### src/teq_pkg.sv
// Shared types and constants for the timed event queue.
// No dependencies.
package teq_pkg;
  localparam int unsigned QueueDepthDef = 16;
  localparam int unsigned TimeW = 48;
  localparam int unsigned TagW = 32;
  localparam int unsigned DelayW = 32;
  localparam int unsigned StepW = 16;
  localparam int unsigned HandleW = 4;
  localparam int unsigned MaxFire = 16;

  localparam logic [1:0] REQ_TICK   = 2'd0;
  localparam logic [1:0] REQ_SCHED  = 2'd1;
  localparam logic [1:0] REQ_CANCEL = 2'd2;
  localparam logic [1:0] REQ_RSVD   = 2'd3;

  localparam logic [1:0] RES_SCHED  = 2'd0;
  localparam logic [1:0] RES_FIRED  = 2'd1;
  localparam logic [1:0] RES_CANCEL = 2'd2;
  localparam logic [1:0] RES_FULL   = 2'd3;

  typedef struct packed {
    logic [1:0]         req_type;
    logic [DelayW-1:0]  delay;
    logic [TagW-1:0]    event_tag;
    logic [HandleW-1:0] cancel_handle;
  } req_t;

  typedef struct packed {
    logic [1:0]         result_kind;
    logic [HandleW-1:0] handle;
    logic [TagW-1:0]    fired_tag;
    logic [TimeW-1:0]   lateness;
    logic               last;
  } res_t;
endpackage

### src/teq_if.sv
// Valid/ready channel interfaces for the timed event queue.
// Depends on teq_pkg.
interface teq_req_if import teq_pkg::*; ();
  logic valid;
  logic ready;
  req_t data;
  modport source (output valid, output data, input ready);
  modport sink (input valid, input data, output ready);
endinterface

interface teq_res_if import teq_pkg::*; ();
  logic valid;
  logic ready;
  res_t data;
  modport source (output valid, output data, input ready);
  modport sink (input valid, input data, output ready);
endinterface

interface teq_cfg_if import teq_pkg::*; ();
  logic             valid;
  logic             ready;
  logic [StepW-1:0] data;
  modport source (output valid, output data, input ready);
  modport sink (input valid, input data, output ready);
endinterface

### src/timed_event_queue.sv
// Timed event queue top level: sequencer over slot and order memories.
// Depends on teq_pkg and the interfaces in teq_if.sv.
//
//  channel | dir | payload
//  in_ch   | in  | req_type, delay, event_tag, cancel_handle
//  out_ch  | out | result_kind, handle, fired_tag, lateness, last
//  cfg_ch  | in  | time_step (16 bit)
//
// One request at a time; in_ch is ready only when idle. A list walk visits
// each entry through an order read, a slot read and a compare; a list shift
// reads and then writes each moved entry. A tick fires due events from the
// head, at most sixteen per tick, and ends with a final check.
// Reset clears control state only; memories hold garbage until written.
// A fired event waits in a hold register until the next check shows whether
// it is the last; a full output register stalls the walk at that point.
module timed_event_queue import teq_pkg::*; #(
  parameter int unsigned QUEUE_DEPTH = QueueDepthDef
) (
  input logic clk,
  input logic rst_n,
  teq_req_if.sink in_ch,
  teq_res_if.source out_ch,
  teq_cfg_if.sink cfg_ch
);
  localparam int unsigned IW = $clog2(QUEUE_DEPTH);
  localparam int unsigned CW = $clog2(QUEUE_DEPTH + 1);

  localparam logic [3:0] S_IDLE = 4'd0, S_DISP = 4'd1, S_ORD = 4'd2,
    S_SLOT = 4'd3, S_CMP = 4'd4, S_INS = 4'd5, S_OUT = 4'd6,
    S_SHIFT_RD = 4'd7, S_SHIFT_WR = 4'd8, S_FIN = 4'd9;

  logic [3:0]       st_r;
  req_t             req_r;
  logic [TimeW-1:0] now_r;
  logic [StepW-1:0] step_r;
  logic [QUEUE_DEPTH-1:0] valid_r;
  logic [CW-1:0]    cnt_r;
  logic [CW-1:0]    pos_r;      // walk position
  logic [CW-1:0]    sh_r;       // shift cursor
  logic [IW-1:0]    slot_r;
  logic [TimeW-1:0] due_r;
  logic [4:0]       nfire_r;
  logic             ins_r;      // shift up (insert) vs down (remove)
  logic             hvld_r;     // fired result waiting in hold_r
  res_t             hold_r;
  logic             ovld_r;
  res_t             ores_r;

  // memories
  logic [IW-1:0]    ord_mem [QUEUE_DEPTH];
  logic [TimeW-1:0] due_mem [QUEUE_DEPTH];
  logic [TagW-1:0]  tag_mem [QUEUE_DEPTH];
  logic [IW-1:0]    ord_rd_r;
  logic [TimeW-1:0] due_rd_r;
  logic [TagW-1:0]  tag_rd_r;
  logic             ord_we, slot_we;
  logic [IW-1:0]    ord_wa, ord_ra, ord_wd;

  // walk and output control
  logic [TimeW-1:0] diff;
  logic             at_or_after;
  logic             out_free;
  logic             q_full;
  logic             load_out;
  res_t             out_nxt;

  always_ff @(posedge clk) begin
    if (ord_we) ord_mem[ord_wa] <= ord_wd;
    ord_rd_r <= ord_mem[ord_ra];
  end
  // slot read is addressed by the registered order read
  always_ff @(posedge clk) begin
    if (slot_we) begin
      due_mem[slot_r] <= due_r;
      tag_mem[slot_r] <= req_r.event_tag;
    end
    due_rd_r <= due_mem[ord_rd_r];
    tag_rd_r <= tag_mem[ord_rd_r];
  end

  // lowest free slot
  logic [IW-1:0] free_slot;
  always_comb begin
    free_slot = '0;
    for (int i = int'(QUEUE_DEPTH) - 1; i >= 0; i--)
      if (!valid_r[i]) free_slot = IW'(i);
  end

  assign in_ch.ready  = (st_r == S_IDLE);
  assign cfg_ch.ready = 1'b1;
  assign out_ch.valid = ovld_r;
  assign out_ch.data  = ores_r;

  // memory addressing: insert shifts up from the tail, remove shifts down
  always_comb begin
    ord_ra = pos_r[IW-1:0];
    ord_we = 1'b0;
    ord_wa = pos_r[IW-1:0];
    ord_wd = slot_r;
    slot_we = 1'b0;
    if (st_r == S_SHIFT_RD) begin
      if (ins_r) begin
        ord_ra = IW'(sh_r - 1'b1);
        // gap reached: drop the new slot into the list and store its entry
        if (sh_r == pos_r) begin
          ord_we = 1'b1;
          slot_we = 1'b1;
        end
      end else ord_ra = IW'(sh_r + 1'b1);
    end
    if (st_r == S_SHIFT_WR) begin
      ord_we = 1'b1; ord_wa = sh_r[IW-1:0]; ord_wd = ord_rd_r;
    end
  end

  // wrap-aware compare: tick checks now vs due, schedule checks entry vs new
  always_comb begin
    diff = (req_r.req_type == REQ_TICK) ? now_r - due_rd_r : due_rd_r - due_r;
    at_or_after = !diff[TimeW-1];
    out_free = !ovld_r || out_ch.ready;
    q_full = cnt_r >= CW'(QUEUE_DEPTH);
    load_out = 1'b0;
    out_nxt = hold_r;
    case (st_r)
      S_CMP: load_out = (req_r.req_type == REQ_TICK) && at_or_after && hvld_r && out_free;
      S_OUT: begin
        load_out = out_free;
        if (req_r.req_type == REQ_CANCEL)
          out_nxt = '{RES_CANCEL, HandleW'(slot_r), '0, '0, 1'b1};
        else if (q_full)
          out_nxt = '{RES_FULL, '0, '0, '0, 1'b1};
        else
          out_nxt = '{RES_SCHED, HandleW'(slot_r), '0, '0, 1'b1};
      end
      S_FIN: begin
        load_out = hvld_r && out_free;
        out_nxt.last = 1'b1;
      end
      default: ;
    endcase
  end

  // output register: loads only when empty or leaving in this cycle
  always_ff @(posedge clk) begin
    if (!rst_n) begin
      ovld_r <= 1'b0;
    end else if (load_out) begin
      ovld_r <= 1'b1;
    end else if (out_ch.ready) begin
      ovld_r <= 1'b0;
    end
    if (load_out) ores_r <= out_nxt;
  end

  always_ff @(posedge clk) begin
    if (!rst_n) begin
      st_r <= S_IDLE; now_r <= '0; step_r <= StepW'(1); valid_r <= '0;
      cnt_r <= '0; hvld_r <= 1'b0;
    end else begin
      if (cfg_ch.valid) step_r <= cfg_ch.data;
      unique case (st_r)
        S_IDLE: if (in_ch.valid) begin
          req_r <= in_ch.data; st_r <= S_DISP; pos_r <= '0; nfire_r <= '0;
        end
        S_DISP: begin
          unique case (req_r.req_type)
            REQ_TICK: begin
              now_r <= now_r + TimeW'(step_r); st_r <= S_ORD;
            end
            REQ_SCHED: begin
              slot_r <= free_slot; due_r <= now_r + TimeW'(req_r.delay);
              st_r <= q_full ? S_OUT : S_ORD;
            end
            REQ_CANCEL: begin
              // out-of-range or free slot: dropped without a result
              slot_r <= IW'(req_r.cancel_handle);
              st_r <= (32'(req_r.cancel_handle) < QUEUE_DEPTH &&
                       valid_r[IW'(req_r.cancel_handle)]) ? S_ORD : S_IDLE;
            end
            default: st_r <= S_IDLE;
          endcase
        end
        S_ORD: begin
          if (req_r.req_type == REQ_TICK && (pos_r >= cnt_r || nfire_r == 5'(MaxFire)))
            st_r <= S_FIN;
          else if (pos_r >= cnt_r)
            st_r <= (req_r.req_type == REQ_SCHED) ? S_INS : S_OUT;
          else st_r <= S_SLOT;
        end
        S_SLOT: st_r <= S_CMP;   // order read lands, slot read issued
        S_CMP: begin
          unique case (req_r.req_type)
            REQ_TICK: begin
              if (!at_or_after) begin
                st_r <= S_FIN;
              end else if (!hvld_r || out_free) begin
                // head is due: park it, push the previous one out
                hold_r <= '{RES_FIRED, HandleW'(ord_rd_r), tag_rd_r, diff, 1'b0};
                hvld_r <= 1'b1;
                valid_r[ord_rd_r] <= 1'b0; nfire_r <= nfire_r + 5'd1;
                ins_r <= 1'b0; sh_r <= '0; st_r <= S_SHIFT_RD;
              end
            end
            REQ_SCHED: begin
              // new entry goes ahead of the first one due at or after it
              if (at_or_after) st_r <= S_INS;
              else begin
                pos_r <= pos_r + 1'b1; st_r <= S_ORD;
              end
            end
            default: begin
              if (ord_rd_r == slot_r) begin
                ins_r <= 1'b0; sh_r <= pos_r; st_r <= S_SHIFT_RD;
              end else begin
                pos_r <= pos_r + 1'b1; st_r <= S_ORD;
              end
            end
          endcase
        end
        S_INS: begin
          ins_r <= 1'b1; sh_r <= cnt_r; st_r <= S_SHIFT_RD;
        end
        S_SHIFT_RD: begin
          if (ins_r) begin
            st_r <= (sh_r == pos_r) ? S_OUT : S_SHIFT_WR;
          end else if (sh_r + 1'b1 >= cnt_r) begin
            if (req_r.req_type == REQ_TICK) begin
              cnt_r <= cnt_r - 1'b1; st_r <= S_ORD;
            end else st_r <= S_OUT;
          end else st_r <= S_SHIFT_WR;
        end
        S_SHIFT_WR: begin
          sh_r <= ins_r ? sh_r - 1'b1 : sh_r + 1'b1;
          st_r <= S_SHIFT_RD;
        end
        S_OUT: if (out_free) begin
          if (req_r.req_type == REQ_CANCEL) begin
            valid_r[slot_r] <= 1'b0; cnt_r <= cnt_r - 1'b1;
          end else if (!q_full) begin
            valid_r[slot_r] <= 1'b1; cnt_r <= cnt_r + 1'b1;
          end
          st_r <= S_IDLE;
        end
        S_FIN: begin
          // flush the held fired result with last set, if any
          if (!hvld_r || out_free) begin
            hvld_r <= 1'b0; st_r <= S_IDLE;
          end
        end
        default: st_r <= S_IDLE;
      endcase
    end
  end

`ifndef NO_ASSERTIONS
  a_cnt_le: assert property (@(posedge clk) disable iff (!rst_n)
    cnt_r <= CW'(QUEUE_DEPTH)) else $error("count overflow");
  a_cnt_pop: assert property (@(posedge clk) disable iff (!rst_n)
    32'(cnt_r) == $countones(valid_r) || st_r != S_IDLE) else $error("count mismatch");
  a_in_idle: assert property (@(posedge clk) disable iff (!rst_n)
    (in_ch.valid && in_ch.ready) |=> st_r == S_DISP) else $error("dispatch");
  a_out_hold: assert property (@(posedge clk) disable iff (!rst_n)
    (ovld_r && !out_ch.ready) |=> (ovld_r && $stable(ores_r))) else $error("output hold");
`endif
endmodule
### src/flat_wrapper.sv
// flat-port wrapper written by rule: the top's interface ports become plain ports
module timed_event_queue_flat import teq_pkg::*;
#(
  parameter int unsigned QUEUE_DEPTH = QueueDepthDef
)
  (clk, rst_n, in_ch_valid, in_ch_data, in_ch_ready, out_ch_valid, out_ch_data, out_ch_ready, cfg_ch_valid, cfg_ch_data, cfg_ch_ready);
  teq_req_if in_ch_i ();
  teq_res_if out_ch_i ();
  teq_cfg_if cfg_ch_i ();
  input logic clk;
  input logic rst_n;
  input wire logic [$bits(in_ch_i.valid)-1:0] in_ch_valid;
  input wire logic [$bits(in_ch_i.data)-1:0] in_ch_data;
  output wire logic [$bits(in_ch_i.ready)-1:0] in_ch_ready;
  output wire logic [$bits(out_ch_i.valid)-1:0] out_ch_valid;
  output wire logic [$bits(out_ch_i.data)-1:0] out_ch_data;
  input wire logic [$bits(out_ch_i.ready)-1:0] out_ch_ready;
  input wire logic [$bits(cfg_ch_i.valid)-1:0] cfg_ch_valid;
  input wire logic [$bits(cfg_ch_i.data)-1:0] cfg_ch_data;
  output wire logic [$bits(cfg_ch_i.ready)-1:0] cfg_ch_ready;
  assign in_ch_i.valid = in_ch_valid;
  assign in_ch_i.data = in_ch_data;
  assign in_ch_ready = in_ch_i.ready;
  assign out_ch_valid = out_ch_i.valid;
  assign out_ch_data = out_ch_i.data;
  assign out_ch_i.ready = out_ch_ready;
  assign cfg_ch_i.valid = cfg_ch_valid;
  assign cfg_ch_i.data = cfg_ch_data;
  assign cfg_ch_ready = cfg_ch_i.ready;
  timed_event_queue #(.QUEUE_DEPTH(QUEUE_DEPTH)) u_core (.clk(clk), .rst_n(rst_n), .in_ch(in_ch_i), .out_ch(out_ch_i), .cfg_ch(cfg_ch_i));
endmodule
### config.mk
export PLATFORM = sky130hd
export DESIGN_NAME = timed_event_queue_flat
export DESIGN_NICKNAME = d
export VERILOG_FILES = /design/src/teq_pkg.sv /design/src/teq_if.sv /design/src/timed_event_queue.sv /design/src/flat_wrapper.sv
export SDC_FILE = /design/constraint.sdc
export NUM_CORES = 2
export LEC_CHECK = 0
export BUFFER_PORTS_ARGS = -buffer_cell sky130_fd_sc_hd__buf_2
export CAP_MARGIN = 20
export CELL_PAD_IN_SITES_DETAIL_PLACEMENT = 0
export CELL_PAD_IN_SITES_GLOBAL_PLACEMENT = 1
export CORE_UTILIZATION = 50
export DETAILED_ROUTE_END_ITERATION = 10
export PLACE_DENSITY_LB_ADDON = 0.1
export SLEW_MARGIN = 5
export SYNTH_ARGS = -nofsm -noshare
export SYNTH_HDL_FRONTEND = slang
export SYNTH_SLANG_ARGS = --single-unit
### constraint.sdc
create_clock -name clk -period 14.5 [get_ports clk]
set_input_delay 1.45 -clock clk [delete_from_list [all_inputs] [get_ports clk]]
set_output_delay 1.45 -clock clk [all_outputs]
set_load 0.005 [all_outputs]
Word-level counts from Yosys, hierarchy flattened

Memory sizes are Yosys's and may differ from the RTL's. A register that Yosys moved wholly into a read port is not among the register bits.
Cells that the tools add are included.

Latch bits: 0
Flip-flop bits (word level): 399
Memories kept: 3
Output and inout bits: 90
ROM bits: 0
Logic and storage cells: 224
RAM bits: 1344
Input bits: 91

Reductions and logical operators: 38
Shifts and indexed selects: 0
Order comparisons: 8
Equality and inequality tests: 32
Bitwise logic cells: 7
$mul: 0
Add/sub/neg operators: 10
Muxes and demuxes: 100
Div/mod/pow operators: 0

Memory list:

| name           | depth | width | rd ports | clocked after Yosys merged registers in | write ports | RTL line                | text |
|---|---|---|---|---|---|---|---|
| u_core.due_mem | 16    | 48    | 1        | 1                                       | 1           | timed_event_queue.sv:51 | `logic [TimeW-1:0] due_mem [QUEUE_DEPTH];` |
| u_core.tag_mem | 16    | 32    | 1        | 1                                       | 1           | timed_event_queue.sv:52 | `logic [TagW-1:0] tag_mem [QUEUE_DEPTH];` |
| u_core.ord_mem | 16    | 4     | 1        | 1                                       | 1           | timed_event_queue.sv:50 | `logic [IW-1:0] ord_mem [QUEUE_DEPTH];` |

Operators by type and width:

| operator                                                    | count |
|---|---|
| two-way mux 87 bit                                          | 2 |
| two-way mux 4 bit                                           | 30 |
| two-way mux 16 bit                                          | 6 |
| subtractor 48 bit                                           | 2 |
| two-way mux 84 bit                                          | 1 |
| two-way mux 5 bit                                           | 16 |
| one-hot mux 5 bit (2 select lines)                          | 5 |
| adder 48 x 16 -> 48 bit                                     | 1 |
| adder 48 x 32 -> 48 bit                                     | 1 |
| two-way mux 48 bit                                          | 1 |
| one-hot mux 4 bit (9 select lines)                          | 1 |
| AND reduction 6 bit                                         | 6 |
| bitwise AND 16 bit                                          | 2 |
| inverter 16 bit                                             | 2 |
| one-hot mux 16 bit (2 select lines)                         | 1 |
| adder 5 x 1 -> 5 bit (second input constant)                | 4 |
| two-way mux 1 bit                                           | 19 |
| equality test 4 x 3 -> 1 bit (second input constant)        | 4 |
| OR 16 bit                                                   | 1 |
| one-hot mux 4 bit (2 select lines)                          | 2 |
| less-than comparator 4 x 5 -> 1 bit (second input constant) | 3 |
| one-hot mux 5 bit (3 select lines)                          | 1 |
| != test 2 bit (second input constant)                       | 7 |
| nonzero test 2 bit                                          | 7 |
| 36 further kinds                                            | 70 |

Depth between registers and ports, before layout

Depth after elaboration: 17
Mapped depth: 15
Depth with buffers taken out: 13

Worst setup path before layout

OpenSTA, ideal clock, no wires.

Path type: reg-to-reg
From: register u_core.pos_r[3]
To: memory u_core.due_mem[10][0] (enable)
Setup slack: 6957 ps
Data required time: 13884 ps
Arrival time: 6927 ps
Clock period less this slack: 7543 ps
Stages on the path, launching flop included: 7
Path buffers: 2
Setup time: 616 ps
Path through: edfxtp_1 > clkbuf_1 > xor2_1 > nor4_1 > nand4_1 > clkbuf_1 > nor3_1

Longest elaborated chain between the ends: 6

Ends and longest elaborated chain:

| what                                    | RTL line                 | text |
|---|---|---|
| start: declaration                      | timed_event_queue.sv:38  | `logic [CW-1:0] pos_r;` |
| start signal: assignment                | timed_event_queue.sv:163 | `req_r <= in_ch.data; st_r <= S_DISP; pos_r <= '0; nfire_r <= '0;` |
| start signal: assignment                | timed_event_queue.sv:208 | `pos_r <= pos_r + 1'b1; st_r <= S_ORD;` |
| start signal: assignment                | timed_event_queue.sv:215 | `pos_r <= pos_r + 1'b1; st_r <= S_ORD;` |
| equality test 5 bit                     | timed_event_queue.sv:105 | `if (sh_r == pos_r) begin` |
| two-way mux 1 bit                       | timed_event_queue.sv:105 |  |
| two-way mux 1 bit                       | timed_event_queue.sv:102 | `if (ins_r) begin` |
| two-way mux 1 bit                       | timed_event_queue.sv:101 | `if (st_r == S_SHIFT_RD) begin` |
| two-way mux 1 bit                       | timed_event_queue.sv:73  | `if (slot_we) begin` |
| two-way mux 1 bit (not written as such) | timed_event_queue.sv:74  | `due_mem[slot_r] <= due_r;` |
| end: declaration                        | timed_event_queue.sv:51  |  |

No other way between the ends.

Worst setup path after layout

From: register u_core.due_r[2]
To: register u_core.pos_r[0] (enable)

Longest elaborated chain between the ends: 4

Ends and longest elaborated chain:

| what                             | RTL line                 | text |
|---|---|---|
| start: declaration               | timed_event_queue.sv:41  | `logic [TimeW-1:0] due_r;` |
| start signal: assignment         | timed_event_queue.sv:171 | `slot_r <= free_slot; due_r <= now_r + TimeW'(req_r.delay);` |
| subtractor 48 bit                | timed_event_queue.sv:118 | `diff = (req_r.req_type == REQ_TICK) ? now_r - due_rd_r : due_rd_r - due_r;` |
| two-way mux 48 bit               | timed_event_queue.sv:118 |  |
| != test 3 x 2 -> 1 bit (no line) | --                       |  |
| AND reduction 6 bit (no line)    | --                       |  |

No other way between the ends.
A chain may end at the register's enable or synchronous reset.

==> out/results.ini <==
[outcome]
status=finished, final reports clean

[global_route]
grt_pass1_wl_um=271000
gr-total-overflow=0
globalRoute.busiestLayer=met1
grt_util_met1_pct=37.7
grt_use_total_pct=24.2
grt_antenna_before_repair=4
grt.met2_usage_pct=36.3
grt_max_degree=100
grt_util_met3_pct=3.49
grt_pass1_vias=40402

[clock_network]
cts_tree=done
cts_htree_levels=4
insertion_delay_ps=830
cts_made_buffers=186
postCtsSetupBuffers=0
clock_tree_root_buffer_cell=sky130_fd_sc_hd__clkbuf_16
postCtsResizedCells=0
cts_sink_count=1826
clkSlewWorstSetupHoldPaths_ps=60
cts_hold_buffers=0
clk_path_buf_depth=3

[logic_synthesis]
cell_types_occupying_the_most_area_after_synthesis=sky130_fd_sc_hd__edfxtp_1 65%, sky130_fd_sc_hd__mux4_2 12%, sky130_fd_sc_hd__dfxtp_1 4.6%, sky130_fd_sc_hd__ha_1 2.7%, sky130_fd_sc_hd__a21oi_1 1.4%
synth.cell_area_sq_um=76200
synth.avg_cell_area_sq_um=17.0
synth-seq-area-share_pct=69.7
synth.yosys.warnings=0
yosys.area.top_type=sky130_fd_sc_hd__edfxtp_1
synth_cell_types=85
seq_cells_post_synth=1826
synth-edff-count=1651
synth-main-ff-cell=sky130_fd_sc_hd__edfxtp_1
post-synth-top-area-fraction_pct=65.1
syn-instance-count=4472
syn_nets=4730
synthArstFlopShare_pct=0

[flow_run]
cap_viol_max_count=0

[worst_setup_path]
critical_path.reg2reg.startpoint=u_core.due_r[2]
startpoint_type_of_the_worst_setup_path=register
crit_arrival_ps=5220
crit_end=u_core.pos_r[0]
timing_worst_setup_path_type=reg -> reg
critical_path.max_fanout=17
r2r-end=u_core.pos_r[0]
worst_ep_required_time_ps=15050
critPathCaptureType=register
rrSetupSlack_ps=9830
critical_path_cell_with_the_highest_stage_delay=sky130_fd_sc_hd__a2111oi_2
r2r.worst_path.cells=12
max_stage_delay_ps=720
crit_chain=inv_1 -> ha_1 -> nand2_1 -> o21ai_0 -> a21oi_1 -> a31o_2 -> a2111oi_2 -> a21oi_1 -> a21oi_1 -> xnor2_1 -> a21oi_1 -> a41o_1
critical-path-top-cell-by-count=sky130_fd_sc_hd__a21oi_1
startpoint=u_core.due_r[2]

[detailed_routing]
detailedRoute.firstIterationViolations=3659
postRouteWirelength_um=184000
viasPerCell=5.94
detail_route.drc_violations=0
route.vias.total=40865
first_pass_iters=6
average_wire_length_per_cell_after_detail_routing_um=26.8
post_detailed_route_count_of_antenna_violating_nets=0

[timing]
final.period_utilization_pct=32.2
worstMarginPinSlew_ps=1110
timing.final.crit_period_ps=4670
max_freq_mhz=214
max_slew_margin_pct=25.7
finalSetupTns_ps=0
fin_max_slew_vios=0
setup_violations=0
grt_setup_unrepaired=no
final.setup_skew_ps=49.4
hold_violations=0
worst_hold_slack_ps=400

[die]
floorplan.die.height_um=392
io_pins=181
rows=142
fp.dieW_um=392
floorplan.initialDensity_pct=50.6
floorplan.die_area_sq_um=154000
placeableCoreArea_sq_um=150000

[cells_and_area]
fin_cells=6875
layout_common_cells=1651 x sky130_fd_sc_hd__edfxtp_1, 421 x sky130_fd_sc_hd__mux4_2, 228 x sky130_fd_sc_hd__nor2_1
final_common_cell=sky130_fd_sc_hd__edfxtp_1
layout-drive-gt1-share_pct=20.5
area_growth_syn_to_layout_pct=12.6
finalNetCount=4957

[power]
report.power.total_mw=11.5
power_density_nw_per_um2=134
static-leakage-power_nw=29.1
peakVddDrop_mv=0.120

[hold_path]
type_of_the_worst_min_delay_path=reg -> reg
min-delay-start=u_core.tag_rd_r[2]
holdPathStages=0

[placed_design]
placed_wire_length_estimate_after_detailed_placement_um=107000
port_buffers=178
placed_cells=6527
gp_routability_congestion=0.829

-- critical path: cells and delay by family (launching register included) --
family | cells | cell delay (ps)
AOI/OAI and AO/OA | 8 | 2810
xor gates and xnor gates | 1 | 400
adders and majority gates | 1 | 350
buffers and inverters | 1 | 90
DFF | 1 | 650
and+or+nand+nor | 1 | 70
-- through the flow --
| stage | instance area, sq um | utilization (%) | setup slack [ps] |
|---|---|---|---|
| finish | 85800 | 57.0 | 9830 |
| global route | 85800 | 57.0 | 9570 |
| CTS | 85800 | 57.0 | 9770 |
| detailed placement | 79600 | 52.9 | 9780 |
| global placement | 79600 | 52.9 | 9850 |
| floorplan | 76200 | - | 6960 |
-- synthesized netlist by cell type, drive strengths merged (6+ instances only) --
library cell	n
edfxtp	1651
mux4	421
nor2	231
a21oi	217
nand2	191
dfxtp	175
ha	163
inv	160
clkbuf	156
o21ai	121
xnor2	121
and2	87
a21o	75
nor3	74
xor2	62
nand3	52
buf	49
nand2b	40
a31oi	33
nand4	31
nor2b	31
mux2i	30
and3	28
or3	24
a211oi	19
nor4	18
o21bai	18
o21a	17
o211ai	16
o221a	12
and4	10
o31ai	10
nor3b	9
a211o	8
or2	8
a21boi	7
or4	7
a221o	6
-- report_power, final --
part | internal [mW] | switching [mW] | leakage (nW)
Clock | 2.79 | 2.03 | 3.02
Sequential | 5.77 | 0.102 | 16.3
Combinational | 0.349 | 0.431 | 9.80
Total | 8.91 | 2.57 | 29.1
-- how the worst min path moves through the flow --
stage               slack [ps]                end
floorplan                  390  u_core.hold_r[49]
global placement           390  u_core.hold_r[49]
detailed placement         390  u_core.hold_r[50]
CTS                        400  u_core.hold_r[51]
global route               410  u_core.hold_r[69]
finish                     400  u_core.hold_r[51]
-- layout make-up --
type / instances / area, sq um
diodes: 1 / 2.50
clock buffers: 255 / 5160
clock inverters: 92 / 1070
fillers: 11581 / 64700
inverters: 161 / 604
multi-input cells: 2280 / 21900
flip-flops and latches: 1826 / 53100
well taps: 2016 / 2520
repair buffers: 244 / 1460
-- routing by layer --
| layer | wire [um] | vias to the layer above | share of wire [%] |
|---|---|---|---|
| li1 | - | 18134 | - |
| met1 | 87100 | 21195 | 47 |
| met2 | 83000 | 1333 | 45 |
| met3 | 11100 | 203 | 6.0 |
| met4 | 2860 | 0 | 1.6 |
| met5 | 0 | - | 0 |
-- state kept, by name, summed over array words and instances (netlist names), 16 cells and up, named ones only --
signal	cells
u_core.due_mem	768
u_core.due_r	48
u_core.due_rd_r	48
u_core.hold_r	83
u_core.now_r	48
u_core.ord_mem	64
u_core.out_ch.data	86
u_core.req_r	70
u_core.step_r	16
u_core.tag_mem	512
u_core.tag_rd_r	32
-- cell families after synthesis --
kind of cell	after synthesis	share of synthesized area, %
simple gates	849	5.48
compound gates	627	5.29
other cells	2	0.00985
fa+ha+maj	167	2.78
buf+inv	366	1.83
mux	452	12.9
xor+xnor	183	2.10
flops	1826	69.7
Power figures use the tool's default switching activity.
